File: config.mk
export PLATFORM = sky130hd
export DESIGN_NAME = tlb_lookup_fifo_replace_flat
export DESIGN_NICKNAME = d
export VERILOG_FILES = /design/src/tlbfr_pkg.sv /design/src/tlbfr_ifs.sv /design/src/tlbfr_cam.sv /design/src/tlb_lookup_fifo_replace.sv /design/src/flat_wrapper.sv
export SDC_FILE = /design/constraint.sdc
export NUM_CORES = 2
export LEC_CHECK = 0
export BUFFER_PORTS_ARGS = -buffer_cell sky130_fd_sc_hd__buf_2
export CAP_MARGIN = 20
export CORE_ASPECT_RATIO = 0.8
export CORE_MARGIN = 5
export CORE_UTILIZATION = 35
export DETAILED_ROUTE_END_ITERATION = 7
export GPL_TIMING_DRIVEN = 0
export HOLD_SLACK_MARGIN = 0.12
export SLEW_MARGIN = 20
export SYNTH_ARGS = -nofsm -noshare
export SYNTH_HDL_FRONTEND = slang
export SYNTH_SLANG_ARGS = --single-unit
File: constraint.sdc
create_clock -name clk -period 6.6 [get_ports clk]
set_input_delay 1.32 -clock clk [delete_from_list [all_inputs] [get_ports clk]]
set_output_delay 1.32 -clock clk [all_outputs]
set_load 0.005 [all_outputs]
File: src/tlbfr_pkg.sv
// shared constants, types and helper functions of the fifo-replacement tlb
`default_nettype none

package tlbfr_pkg;

    localparam int TLB_DEPTH  = 64;
    localparam int PAGE_SHIFT = 12;
    localparam int VADDR_BITS = 48;

    localparam int TAG_W   = VADDR_BITS - PAGE_SHIFT;
    localparam int SLOT_W  = $clog2(TLB_DEPTH);
    localparam int OCC_W   = $clog2(TLB_DEPTH + 1);
    localparam int LIMIT_W = 7;
    localparam int CMP_W   = (LIMIT_W > OCC_W) ? LIMIT_W : OCC_W;
    localparam int CNT_W   = 32;

    localparam logic [LIMIT_W-1:0] LIMIT_RESET = LIMIT_W'(64);
    localparam logic [CNT_W-1:0]   CNT_MAX     = '1;

    localparam logic FUNC_ACCESS = 1'b0;
    localparam logic FUNC_CLEAR  = 1'b1;

    typedef struct packed {
        logic              clear;
        logic              wr_en;
        logic [SLOT_W-1:0] slot;
        logic [TAG_W-1:0]  tag;
    } cam_ctl_t;

    function automatic logic [CNT_W-1:0] sat_inc(input logic [CNT_W-1:0] v);
        sat_inc = (v == CNT_MAX) ? v : v + CNT_W'(1);
    endfunction

    // entry count of zero acts as one, above the depth acts as the depth
    function automatic logic [CMP_W-1:0] clamp_limit(input logic [LIMIT_W-1:0] n);
        logic [CMP_W-1:0] n_ext;
        n_ext = CMP_W'(n);
        if (n_ext == '0)
        begin
            clamp_limit = CMP_W'(1);
        end
        else if (n_ext > CMP_W'(TLB_DEPTH))
        begin
            clamp_limit = CMP_W'(TLB_DEPTH);
        end
        else
        begin
            clamp_limit = n_ext;
        end
    endfunction

endpackage

`default_nettype wire

File: src/tlbfr_ifs.sv
// valid/ready channel interfaces for request, response and configuration
`default_nettype none

interface tlbfr_req_if import tlbfr_pkg::*; ();
    logic                  valid;
    logic                  ready;
    logic                  func;
    logic [VADDR_BITS-1:0] vaddr;

    modport source (output valid, output func, output vaddr, input ready);
    modport sink (input valid, input func, input vaddr, output ready);
endinterface

interface tlbfr_rsp_if import tlbfr_pkg::*; ();
    logic             valid;
    logic             ready;
    logic             hit;
    logic [CNT_W-1:0] access_count;
    logic [CNT_W-1:0] hit_count;
    logic [CNT_W-1:0] miss_count;

    modport source (output valid, output hit, output access_count, output hit_count,
                    output miss_count, input ready);
    modport sink (input valid, input hit, input access_count, input hit_count,
                  input miss_count, output ready);
endinterface

interface tlbfr_cfg_if import tlbfr_pkg::*; ();
    logic               valid;
    logic               ready;
    logic [LIMIT_W-1:0] entries_in_use;

    modport source (output valid, output entries_in_use, input ready);
    modport sink (input valid, input entries_in_use, output ready);
endinterface

`default_nettype wire

File: src/tlbfr_cam.sv
// fully associative tag store with valid bits and parallel page compare
`default_nettype none

module tlbfr_cam import tlbfr_pkg::*;
(
    input  wire logic             clk,
    input  wire logic             rst_n,
    input  wire logic [TAG_W-1:0] page,
    output logic                  match,
    input  wire cam_ctl_t         ctl
);

    logic [TLB_DEPTH-1:0] valid_reg;
    logic [TLB_DEPTH-1:0] valid_next;
    logic [TAG_W-1:0]     tag_reg [TLB_DEPTH];
    logic [TLB_DEPTH-1:0] hit_vec;

    always_comb
    begin
        for (int i = 0; i < TLB_DEPTH; i++)
        begin
            hit_vec[i] = valid_reg[i] && (tag_reg[i] == page);
        end
        match = |hit_vec;
    end

    always_comb
    begin
        valid_next = valid_reg;
        if (ctl.clear)
        begin
            valid_next = '0;
        end
        else if (ctl.wr_en)
        begin
            valid_next[ctl.slot] = 1'b1;
        end
    end

    always_ff @(posedge clk or negedge rst_n)
    begin
        if (!rst_n)
        begin
            valid_reg <= '0;
        end
        else
        begin
            valid_reg <= valid_next;
        end
    end

    always_ff @(posedge clk)
    begin
        if (ctl.wr_en && !ctl.clear)
        begin
            tag_reg[ctl.slot] <= ctl.tag;
        end
    end

endmodule

`default_nettype wire

File: src/tlb_lookup_fifo_replace.sv
// top level: fully associative tlb with fifo replacement and saturating counters
//
// channels: req carries func and vaddr, rsp returns hit and the
// access, hit and miss counts after the beat, cfg writes entries_in_use.
// func 0 looks up page = vaddr >> 12 in all 64 entries at once;
// a miss inserts the page, filling free slots first and then replacing the
// oldest inserted entry. func 1 empties the tlb and zeroes every count.
// a request beat is registered on acceptance, then compared and resolved
// once the response register is free, and its response is registered.
// one request beat can be accepted every cycle unless rsp stalls; the tag
// compare and update are combinational. while rsp is stalled the response holds,
// one more request waits in the input register, and req.ready drops.
// cfg.ready is always high; write entries_in_use only while no beat is in
// flight and follow it with a clear. reset empties the tlb, zeroes all counts
// and sets entries_in_use to 64; no response is pending after reset.
`default_nettype none

module tlb_lookup_fifo_replace import tlbfr_pkg::*;
(
    input  wire logic     clk,
    input  wire logic     rst_n,
    tlbfr_req_if.sink     req,
    tlbfr_rsp_if.source   rsp,
    tlbfr_cfg_if.sink     cfg
);

    logic [CMP_W-1:0]  limit_reg;
    logic              s1_valid_reg;
    logic              s1_valid_next;
    logic              s1_func_reg;
    logic [TAG_W-1:0]  s1_page_reg;
    logic              rsp_valid_reg;
    logic              rsp_valid_next;
    logic              hit_reg;
    logic              hit_next;
    logic [CNT_W-1:0]  acc_reg;
    logic [CNT_W-1:0]  acc_next;
    logic [CNT_W-1:0]  hits_reg;
    logic [CNT_W-1:0]  hits_next;
    logic [CNT_W-1:0]  miss_reg;
    logic [CNT_W-1:0]  miss_next;
    logic [OCC_W-1:0]  occ_reg;
    logic [OCC_W-1:0]  occ_next;
    logic [SLOT_W-1:0] oldest_reg;
    logic [SLOT_W-1:0] oldest_next;
    logic              out_free;
    logic              fire;
    logic              accept;
    logic              match;
    logic [SLOT_W-1:0] victim;
    logic [CMP_W-1:0]  victim_inc;
    cam_ctl_t          cam_ctl;

    assign out_free  = !rsp_valid_reg || rsp.ready;
    assign fire      = s1_valid_reg && out_free;
    assign req.ready = !s1_valid_reg || out_free;
    assign accept    = req.valid && req.ready;
    assign cfg.ready = 1'b1;

    assign rsp.valid        = rsp_valid_reg;
    assign rsp.hit          = hit_reg;
    assign rsp.access_count = acc_reg;
    assign rsp.hit_count    = hits_reg;
    assign rsp.miss_count   = miss_reg;

    tlbfr_cam u_cam
    (
        .clk   (clk),
        .rst_n (rst_n),
        .page  (s1_page_reg),
        .match (match),
        .ctl   (cam_ctl)
    );

    always_comb
    begin
        s1_valid_next = s1_valid_reg;
        if (accept)
        begin
            s1_valid_next = 1'b1;
        end
        else if (fire)
        begin
            s1_valid_next = 1'b0;
        end

        rsp_valid_next = rsp_valid_reg;
        if (fire)
        begin
            rsp_valid_next = 1'b1;
        end
        else if (rsp.ready)
        begin
            rsp_valid_next = 1'b0;
        end
    end

    always_comb
    begin
        hit_next    = hit_reg;
        acc_next    = acc_reg;
        hits_next   = hits_reg;
        miss_next   = miss_reg;
        occ_next    = occ_reg;
        oldest_next = oldest_reg;
        cam_ctl     = '0;
        cam_ctl.tag = s1_page_reg;

        victim     = (CMP_W'(oldest_reg) < limit_reg) ? oldest_reg : '0;
        victim_inc = CMP_W'(victim) + CMP_W'(1);

        if (fire)
        begin
            if (s1_func_reg == FUNC_CLEAR)
            begin
                cam_ctl.clear = 1'b1;
                hit_next      = 1'b0;
                acc_next      = '0;
                hits_next     = '0;
                miss_next     = '0;
                occ_next      = '0;
                oldest_next   = '0;
            end
            else
            begin
                acc_next = sat_inc(acc_reg);
                hit_next = match;
                if (match)
                begin
                    hits_next = sat_inc(hits_reg);
                end
                else
                begin
                    miss_next     = sat_inc(miss_reg);
                    cam_ctl.wr_en = 1'b1;
                    if (CMP_W'(occ_reg) < limit_reg)
                    begin
                        cam_ctl.slot = occ_reg[SLOT_W-1:0];
                        occ_next     = occ_reg + OCC_W'(1);
                    end
                    else
                    begin
                        cam_ctl.slot = victim;
                        oldest_next  = (victim_inc >= limit_reg) ? '0 : victim_inc[SLOT_W-1:0];
                    end
                end
            end
        end
    end

    always_ff @(posedge clk or negedge rst_n)
    begin
        if (!rst_n)
        begin
            limit_reg     <= clamp_limit(LIMIT_RESET);
            s1_valid_reg  <= 1'b0;
            rsp_valid_reg <= 1'b0;
            hit_reg       <= 1'b0;
            acc_reg       <= '0;
            hits_reg      <= '0;
            miss_reg      <= '0;
            occ_reg       <= '0;
            oldest_reg    <= '0;
        end
        else
        begin
            if (cfg.valid)
            begin
                limit_reg <= clamp_limit(cfg.entries_in_use);
            end
            s1_valid_reg  <= s1_valid_next;
            rsp_valid_reg <= rsp_valid_next;
            hit_reg       <= hit_next;
            acc_reg       <= acc_next;
            hits_reg      <= hits_next;
            miss_reg      <= miss_next;
            occ_reg       <= occ_next;
            oldest_reg    <= oldest_next;
        end
    end

    always_ff @(posedge clk)
    begin
        if (accept)
        begin
            s1_func_reg <= req.func;
            s1_page_reg <= req.vaddr[VADDR_BITS-1:PAGE_SHIFT];
        end
    end

endmodule

`default_nettype wire

File: src/flat_wrapper.sv
// flat-port wrapper written by rule: the top's interface ports become plain ports
module tlb_lookup_fifo_replace_flat import tlbfr_pkg::*;
  (clk, rst_n, req_valid, req_func, req_vaddr, req_ready, rsp_valid, rsp_hit, rsp_access_count, rsp_hit_count, rsp_miss_count, rsp_ready, cfg_valid, cfg_entries_in_use, cfg_ready);
  tlbfr_req_if req_i ();
  tlbfr_rsp_if rsp_i ();
  tlbfr_cfg_if cfg_i ();
  input  wire logic clk;
  input  wire logic rst_n;
  input wire logic [$bits(req_i.valid)-1:0] req_valid;
  input wire logic [$bits(req_i.func)-1:0] req_func;
  input wire logic [$bits(req_i.vaddr)-1:0] req_vaddr;
  output wire logic [$bits(req_i.ready)-1:0] req_ready;
  output wire logic [$bits(rsp_i.valid)-1:0] rsp_valid;
  output wire logic [$bits(rsp_i.hit)-1:0] rsp_hit;
  output wire logic [$bits(rsp_i.access_count)-1:0] rsp_access_count;
  output wire logic [$bits(rsp_i.hit_count)-1:0] rsp_hit_count;
  output wire logic [$bits(rsp_i.miss_count)-1:0] rsp_miss_count;
  input wire logic [$bits(rsp_i.ready)-1:0] rsp_ready;
  input wire logic [$bits(cfg_i.valid)-1:0] cfg_valid;
  input wire logic [$bits(cfg_i.entries_in_use)-1:0] cfg_entries_in_use;
  output wire logic [$bits(cfg_i.ready)-1:0] cfg_ready;
  assign req_i.valid = req_valid;
  assign req_i.func = req_func;
  assign req_i.vaddr = req_vaddr;
  assign req_ready = req_i.ready;
  assign rsp_valid = rsp_i.valid;
  assign rsp_hit = rsp_i.hit;
  assign rsp_access_count = rsp_i.access_count;
  assign rsp_hit_count = rsp_i.hit_count;
  assign rsp_miss_count = rsp_i.miss_count;
  assign rsp_i.ready = rsp_ready;
  assign cfg_i.valid = cfg_valid;
  assign cfg_i.entries_in_use = cfg_entries_in_use;
  assign cfg_ready = cfg_i.ready;
  tlb_lookup_fifo_replace u_core (.clk(clk), .rst_n(rst_n), .req(req_i), .rsp(rsp_i), .cfg(cfg_i));
endmodule
==> metrics list <==
- CP Launch Type: flop
* Adder and majority cell fraction of the synthesized area: 0.2678%
- The tree is rooted in a clkbuf_16.
- Core Area: 0.3065 mm²
- XOR/XNOR Fraction of Synth Area: 18.55%
- In this run the count of I/O pins placed on the die edge is 161.
* Post-DP HPWL: 296.9 mm
- Area after detailed placement: 0.1197 mm²
- TritonCTS Buffers: 245
* Met2 Track Usage GR: 37.02%
- In this run, synthesis inferred 2341 flip-flops with an integrated enable.
* Yosys warns: 0
- Number of pins with negative max-slew slack in the final report: 0
* Main combinational cell family by area after synthesis: XOR/XNOR gates
- For this run, the post-layout net count is 7828.
* Average size of a mapped cell: 15.50 µm²
* Maximum capacitance violations: 0
* Area added between synthesis and finish: 19.85%
- By startpoint and endpoint, the worst setup path is classified as reg2reg.
- Of the total synthesized cell area, the portion taken by AND, OR, NAND and NOR gates is 7.460%.
- Final weighted congestion of routability-driven global placement: 0.8981
* Clk buf depth: 4
- Post-synthesis async set-or-reset flop share: 7.250%
- Global routing used 26.17% of the available tracks across all layers.
- In the global route stage, met3 resource usage came out at 9.701%.
* Routed length per instance: 36.06 µm
- For the worst setup path, the data required time is 7250 ps.
- Based on the critical path, the design can be clocked at up to 146.9 MHz.
- Critical path capture point type: flop
* Top post-synthesis cells by area: edfxtp_1 65%, xor2_1 12%, xnor2_1 6.7%
* Placement Setup Slack: -2081 ps
- Max VDD drop: 0.2537 mV
- Counting flops and latches in the post-synthesis netlist gives 2524.
- Final worst setup slack: -205.6 ps
* Grt met1 use: 36.55%
* Post-synthesis cell area: 0.1074 mm²
* Via count of the first global-routing pass: 64160
* Remaining global-route overflow: 0
- The first global-routing pass estimated 568.7 mm of wire.
- Type of the most critical hold path: in2async
- Core Util, Final: 42.01%
- Antenna violations before repair: 49
- Counting every net in the synthesized netlist gives 7015.
- Fraction of layout instances using a drive strength above 1: 16.34%
- Final sum of negative setup slack: -93200 ps
* Row count: 182
- Area share of the leading cell type in the synthesized netlist: 65.43%
- Launching point of the worst reg2reg path: u_core.s1_page_reg[21]
- After detailed routing, the total wire length is 432.8 mm.
- Library cell occupying the most area in the post-synthesis netlist: edfxtp_1
* Total vias in the final route: 70290
* CTS Hold Bufs: 0
- Setup violations remaining at the end of the flow were counted as 1260.
- Tcrit/Tclk final: 103.1%
- At the later pin of the worst-skew pair, clock insertion delay measures 960 ps.
- PortBufs: 147
- Seq/Total Area, Yosys: 69.69%
- In this run the horizontal extent of the chip is 629.5 µm.
- Final hold violations: 0
- DRC: 0
- Initial core utilization: 35.05%
- Deepest level of the CTS H-tree: 4
- At the pin with the least slew margin, the transition time is 1198 ps.
- Across the routed clock network, the largest skew measured is 115.4 ps.
* DRC marker count from the first detailed-route iteration: 13410
- DIE AREA: 0.3182 mm²
* Pwr per Cell Area: 271.0 mW/mm²
* Minimum clock period: 6806 ps
- Number of distinct library cells after synthesis: 72
* TritonCTS clock tree: yes
- Complex-gate fraction of the synthesized area: 1.928%
* Vert. Die Dim: 505.6 µm
- Leakage component of the power: 42.93 nW
- The global routing stage identified its most utilized layer as met2.
* Number of nets with antenna violations after routing: 0
* Worst setup path startpoint: u_core.s1_page_reg[21]
- Flip-flop count of the largest register, all copies and words added: 2304
- Result of the run: complete, but fails checks
- Synthesis handed over a netlist of 6931 instances.
* Number of detailed-route iterations in the first pass: 6
- Using the TritonRoute via totals, the vias-per-cell ratio works out to 5.856.
- The worst pin sits at a relative slew slack of 18.09%.
- Data arrival, critical path: 7450 ps
* Final Power: 34.90 mW
- Primary flip-flop cell chosen by synthesis mapping: edfxtp_1
- Clock input transition at the sequential cells of the worst setup and hold paths: 70 ps
* Pin count of the biggest net entering global routing: 96
* Clock sink total: 2524
- The final reports fail on negative setup slack.
* Mux share of post-synthesis cell area: 0.02096%
* Worst-path fanout max: 21
* Non-Filler Cell Area, Final: 0.1288 mm²
- The filler cells instantiated in the layout total 27170.
-- cells by family after synthesis --
| family | count (synthesis) |
|---|---|
| flops | 2524 |
| simple gates | 1396 |
| compound gates | 316 |
| other cells | 1 |
| xor+xnor | 2275 |
| buf+inv | 394 |
| mux | 2 |
| fa+ha+maj | 23 |
-- layout make-up --
class                      instances  area [µm²]  share of cell area (%)
sequential                      2524       74880                   58.15
multi-input combinational       4019       31030                   24.10
timing repair buffer             576        7731                   6.004
clock buffer                     328        6634                   5.152
tap                             4048        5065                   3.933
buffer                           297        2172                   1.687
clock inverter                   119       912.1                  0.7084
inverter                          81       316.6                  0.2458
antenna                           11       27.53                 0.02138
-- path summary, 6_finish.rpt --
kind | end | slack, ps | cells after the start
worst max-delay path | u_core.u_cam.tag_reg[57][15] | -210 | 22
worst min-delay path | u_core.rsp.access_count[26] | 280 | 1
worst min register to register | u_core.u_cam.valid_reg[13] | 490 | 2
min in group clk | u_core.u_cam.valid_reg[13] | 490 | 2
worst max register to register | u_core.u_cam.tag_reg[57][15] | -210 | 22
max in group asynchronous | u_core.u_cam.valid_reg[55] | 5100 | 3
-- Yosys cell counts (all sizes together) (76+ instances only) --
cell type / count
buf: 269
nand2: 148
edfxtp: 2341
nand4: 325
xor2: 1452
xnor2: 823
o21ai: 92
nor4: 388
a21oi: 76
nor2: 127
dfrtp: 182
inv: 81
nand3: 124
-- stage by stage --
stage          std cells  hold WS [ps]
2_1_floorplan       6931         441.8
3_3_place_gp       11130         466.5
3_5_place_dp       11460         474.4
4_1_cts            11980         239.6
5_1_grt            11990         269.4
6_report           12000         283.7
-- layout by cell type (no fill, tap or decap), types with 98 or more instances in the layout --
cell type  instances
buf_8            243
xnor2_1          823
nand2_1          148
nand3_1          115
buf_2            182
xor2_1          1452
buf_4            228
clkbuf_1          98
edfxtp_1        2341
nor4_1           365
dfrtp_1          182
nand4_1          324
clkbuf_16        246
-- worst max-delay path, cell delays in order (launching register included) --
cell and delay, ps:
edfxtp_1 550, buf_8 240, buf_8 210, buf_8 210, buf_8 200, buf_4 380, buf_6 400, xor2_1 130
nor4_1 550, nand4_1 420, or4_1 690, nand4_1 320, nor4_4 100, buf_12 160, nand4_4 190, nor3_4 60
buf_4 210, buf_4 140, nand3_2 280, clkbuf_4 470, nor2_4 60, buf_12 180, buf_16 180
-- where the power goes --
part           internal (mW)  switching [mW]
Combinational          0.997            2.45
Clock                   7.51            6.24
Sequential              17.6          0.0931
Total                   26.1            8.78
-- metal layers --
layer | part of all wire [%] | up-vias | wire length [µm]
met3 | 16 | 998 | 70350
met2 | 41 | 6017 | 178000
met5 | 0.052 | - | 225
li1 | - | 27190 | -
met4 | 4.5 | 14 | 19370
met1 | 38 | 36070 | 164800
-- timing repair --
| action | CTS | global route |
|---|---|---|
| hold endpoints to repair | 0 | 0 |
| pin swaps | 44 | 8 |
| cloned | 6 | 0 |
| endpoints found under the setup margin | 2440 | 1152 |
| setup buffers | 78 | 14 |
| gates resized for setup | 111 | 39 |
Note: power is estimated with default switching activity, not from simulation.
